==> config.mk <==
export PLATFORM = sky130hd
export DESIGN_NAME = mrbr_ctrl
export DESIGN_NICKNAME = d
export VERILOG_FILES = /design/src/sv/mrbr_pkg.sv /design/src/sv/mrbr_ctrl.sv
export VERILOG_INCLUDE_DIRS = /design/src /design/src/sv
export SDC_FILE = /design/constraint.sdc
export NUM_CORES = 1
export LEC_CHECK = 0
export BUFFER_PORTS_ARGS = -buffer_cell sky130_fd_sc_hd__buf_2
export CORE_AREA = 5 5 42 44
export DETAILED_ROUTE_END_ITERATION = 8
export DIE_AREA = 0 0 47 49
export PLACE_DENSITY = 0.45
export SYNTH_ARGS = -nofsm -noshare
export SYNTH_HDL_FRONTEND = slang
export SYNTH_SLANG_ARGS = --single-unit
==> constraint.sdc <==
create_clock -name aclk -period 3.5 [get_ports aclk]
set_input_delay 0.35 -clock aclk [delete_from_list [all_inputs] [get_ports aclk]]
set_output_delay 0.35 -clock aclk [all_outputs]
set_load 0.01 [all_outputs]
==> src/sv/multi_reader_byte_ring_defines.svh <==
// ----------------------------------------------------------------------------
// Assertion macros for the multi-reader byte ring
// Shared helpers for the concurrent checks in the RTL files.
// ----------------------------------------------------------------------------
`ifndef MULTI_READER_BYTE_RING_DEFINES_SVH
`define MULTI_READER_BYTE_RING_DEFINES_SVH

// Implication checked on every clock edge outside reset.
`define MRBR_ASSERT_IMP(label, clk, rstn, ante, cons, msg) \
    label: assert property (@(posedge clk) disable iff (!rstn) (ante) |-> (cons)) \
        else $error(msg);

// Next-cycle implication checked outside reset.
`define MRBR_ASSERT_NXT(label, clk, rstn, ante, cons, msg) \
    label: assert property (@(posedge clk) disable iff (!rstn) (ante) |=> (cons)) \
        else $error(msg);

`endif

==> src/sv/mrbr_pkg.sv <==
// ----------------------------------------------------------------------------
// Multi-reader byte ring package
// Sizes, operation and status codes, and controller-datapath structs.
// ----------------------------------------------------------------------------
package mrbr_pkg;

    localparam int BufSize = 4096;
    localparam int Procs   = 8;
    localparam int PtrW    = $clog2(BufSize);
    localparam int SlotW   = $clog2(Procs);
    localparam int CntW    = $clog2(Procs + 1);
    localparam int ReclW   = 13;

    typedef enum logic [2:0] {
        FN_CREATE = 3'd0,
        FN_WRITE  = 3'd1,
        FN_READ   = 3'd2,
        FN_FLUSH  = 3'd3,
        FN_FORK   = 3'd4,
        FN_CLOSE  = 3'd5
    } func_t;

    typedef enum logic [2:0] {
        ST_DONE   = 3'd0,
        ST_NONE   = 3'd1,
        ST_ACCESS = 3'd2,
        ST_CLOSED = 3'd3,
        ST_OTHER  = 3'd4
    } status_t;

    // Commands from controller to datapath.
    typedef struct packed {
        logic latch;    // capture input item
        logic execute;  // evaluate and commit the operation
        logic flush_step; // examine one client for flush
        logic flush_done; // commit flush
    } cmd_t;

    // Status from datapath to controller.
    typedef struct packed {
        logic is_flush;  // latched item is a flush that must scan
        logic last_slot; // scan index at last slot
    } stat_t;

endpackage

==> src/sv/mrbr_ctrl.sv <==
// ----------------------------------------------------------------------------
// Multi-reader byte ring controller
// Sequences accept, execute, flush scan and result handoff.
// ----------------------------------------------------------------------------
`include "multi_reader_byte_ring_defines.svh"

module mrbr_ctrl (
    input  logic                 aclk,
    input  logic                 aresetn,
    input  logic                 in_valid,
    output logic                 in_ready,
    output logic                 out_load,
    input  logic                 out_free,
    input  mrbr_pkg::stat_t      stat,
    output mrbr_pkg::cmd_t       cmd
);

    typedef enum logic [3:0] {
        S_IDLE  = 4'b0001,
        S_EXEC  = 4'b0010,
        S_SCAN  = 4'b0100,
        S_FIN   = 4'b1000
    } state_t;

    state_t state_reg, state_next;

    // Next state and commands.
    always_comb begin
        state_next = state_reg;
        cmd        = '0;
        in_ready   = 1'b0;
        out_load   = 1'b0;
        unique case (state_reg)
            S_IDLE: begin
                in_ready = 1'b1;
                if (in_valid) begin
                    cmd.latch  = 1'b1;
                    state_next = S_EXEC;
                end
            end
            S_EXEC: begin
                if (stat.is_flush) begin
                    state_next = S_SCAN;
                end else if (out_free) begin
                    cmd.execute = 1'b1;
                    out_load    = 1'b1;
                    state_next  = S_IDLE;
                end
            end
            S_SCAN: begin
                cmd.flush_step = 1'b1;
                if (stat.last_slot) begin
                    state_next = S_FIN;
                end
            end
            S_FIN: begin
                if (out_free) begin
                    cmd.flush_done = 1'b1;
                    out_load       = 1'b1;
                    state_next     = S_IDLE;
                end
            end
            default: state_next = S_IDLE;
        endcase
    end

    // State register.
    always_ff @(posedge aclk) begin
        if (!aresetn) begin
            state_reg <= S_IDLE;
        end else begin
            state_reg <= state_next;
        end
    end

    `MRBR_ASSERT_IMP(a_ready_idle, aclk, aresetn, in_ready, state_reg == S_IDLE, "ready outside idle")
    `MRBR_ASSERT_NXT(a_latch_exec, aclk, aresetn, cmd.latch, state_reg == S_EXEC, "latch not followed by execute")
    `MRBR_ASSERT_IMP(a_load_free, aclk, aresetn, out_load, out_free, "result loaded into busy register")

endmodule

==> results.cfg <==
[logic_synthesis]
ys_top_cells_by_area = dfxtp_1 25%, nor4b_2 9.4%, a2111oi_4 8.7%, and4b_1 6.3%, nor2_1 5.9%
ys_seq_area_share_pct = 25.2
synth_seq_cells = 4
netlist_area_um2 = 318
ys_warn_count = 0
synth_top_area_cell = dfxtp_1
synth_top_cell_area_share_pct = 25.2
syn_avg_cell_area_um2 = 9.93
syn_nets = 38
synth_cells = 32
ys_types = 21

[layout]
synthToLayoutAreaGrowth_pct = 27.2
final_nets = 53
final_cell_mix = 11 x buf_2, 5 x nor2_1, 4 x dfxtp_1
drive_gt1_share_pct = 44.4
layout.cells.most_common = buf_2
layout.area.seq_um2 = 80.1
fill_cells = 163
stdcell_area_um2 = 404
diodes = 0
largest_reg_flops = 4
multi_input_area_um2 = 223

[timing]
slew_headroom_pct = 75.5
fmax_ghz = 0.490
rsz0062_at_grt = false
period_share_pct = 58.3
setup-tns-final_ns = 0
drv_slew = 0
fin_crit_ns = 2.04
hold_viol_final = 0
worstMarginPinSlew_ns = 0.367
setup-violations-final = 0
fin_skew_ns = 0.00852

[clock_network]
numClockSinks = 4
cts_tree = done
path_clk_slew_ns = 0.04
cts_htree_levels = 1
ctsHoldBuffers = 0
cts_buffers = 3
postCtsSetupBuffers = 0
cts_max_path_buffers = 2
ctsResizeCount = 0
clkLatencyLatePin_ns = 0.24
root_buffer = clkbuf_4

[detailed_routing]
detail-route-antenna-nets = 0
dr.pass1.iters = 4
wire_per_inst_um = 13.0
drt_iter0_markers = 8
num_vias = 301
via_per_inst = 4.93
drt_wl_total_um = 796
drc = 0

[global_routing]
grt_max_degree = 11
grt_use_total_pct = 8.31
antenna_found_initial = 0
grt_first_pass_wirelength_um = 1320
grt_overflow = 0
grt_pass1_vias = 291

[min_path]
whs_path_depth = 2
min_path_type = in -> reg

[die]
die-width_um = 47
start_util_pct = 22.7
pin_count = 12
dieHeight_um = 49
dieArea_um2 = 2300
core_um2 = 1400
num_rows = 14

[place]
gp_congestion = 0.762
place_area_um2 = 382
dp_hpwl_um = 609
numPortBuffers = 11

[worst_setup_path]
rr_worst_depth = 3
worst-setup-path-type = reg -> out
path_max_fanout = 10
startpoint_type = flop
endpoint_kind = output pin
worst_ep_arrival_time_ns = 1.69
critical_path_required_ns = 3.15

[power]
ir_drop_v = 0.000115
p_per_area_nw_per_um2 = 367
leakage_nw = 0.174

[status]
status = complete, no violations

[job]
drv_cap = 0
==> critical path: stages, from the launching register on <==
cell and delay (ns):
dfxtp_1 0.52, or3b_4 0.44, a2111oi_4 0.30, buf_2 0.19
==> cells in the mapped netlist <==
library cell	instances
xor2_1	1
inv_1	1
o21a_1	1
and3b_1	1
nand4b_1	1
or3b_4	1
dfxtp_1	4
and4_2	1
a2111oi_4	1
a21oi_1	2
nor2_1	5
nor4b_1	1
nand3_1	1
or2b_1	2
nor2b_1	1
and2_1	1
and4b_1	2
nor4b_2	2
buf_6	1
a221o_1	1
and3b_2	1
==> path summary, 6_finish.rpt <==
path,startpoint,endpoint,slack [ns]
worst max-delay path,state_reg[1],out_load,1.46
worst min-delay path,aresetn,state_reg[0],0.35
worst max register to register,state_reg[1],state_reg[0],2.03
worst min register to register,state_reg[3],state_reg[2],0.66
==> final cells by class <==
| type | instances | share of cell area [%] |
|---|---|---|
| clock buffer | 3 | 5.57 |
| timing repair buffer | 11 | 13.6 |
| inverter | 1 | 0.929 |
| multi-input combinational | 26 | 55.1 |
| sequential | 4 | 19.8 |
| tap | 16 | 4.95 |
==> cells by family (layout without fill, tap and decap cells) <==
kind of cell,count (synthesis),count (layout),synth area share [%]
AOI/OAI and AO/OA,5,5,17.3
xor gates and xnor gates,1,1,2.76
buffers and inverters,2,15,4.72
DFF,4,4,25.2
and+or+nand+nor,20,20,50.0
==> power breakdown <==
part | switching, W | total, W | leakage, nW | internal [W]
logic | 0.0000150 | 0.0000323 | 0.128 | 0.0000173
clock network | 0.0000200 | 0.0000584 | 0.0138 | 0.0000384
registers | 0.00000849 | 0.0000575 | 0.0327 | 0.0000490
==> routing by layer <==
layer | vias up | track usage (%) | wire (um)
li1 | 152 | - | -
met1 | 140 | 10.5 | 339
met2 | 9 | 9.50 | 435
met3 | 0 | 2.58 | 21
met4 | 0 | 9.68 | 0
met5 | - | 0 | 0
==> through the flow <==
stage	util (%)	instances	hold WS, ns	power [W]	setup slack (ns)
floorplan	-	32	0.447	0.0000802	1.99
global placement	27.2	58	0.603	0.0000912	1.76
detailed placement	27.2	58	0.601	0.0000908	1.72
CTS	28.8	61	0.348	0.000152	1.46
global route	28.8	61	0.366	0.000159	1.37
finish	28.8	61	0.355	0.000148	1.46
Power figures use the tool's default switching activity.
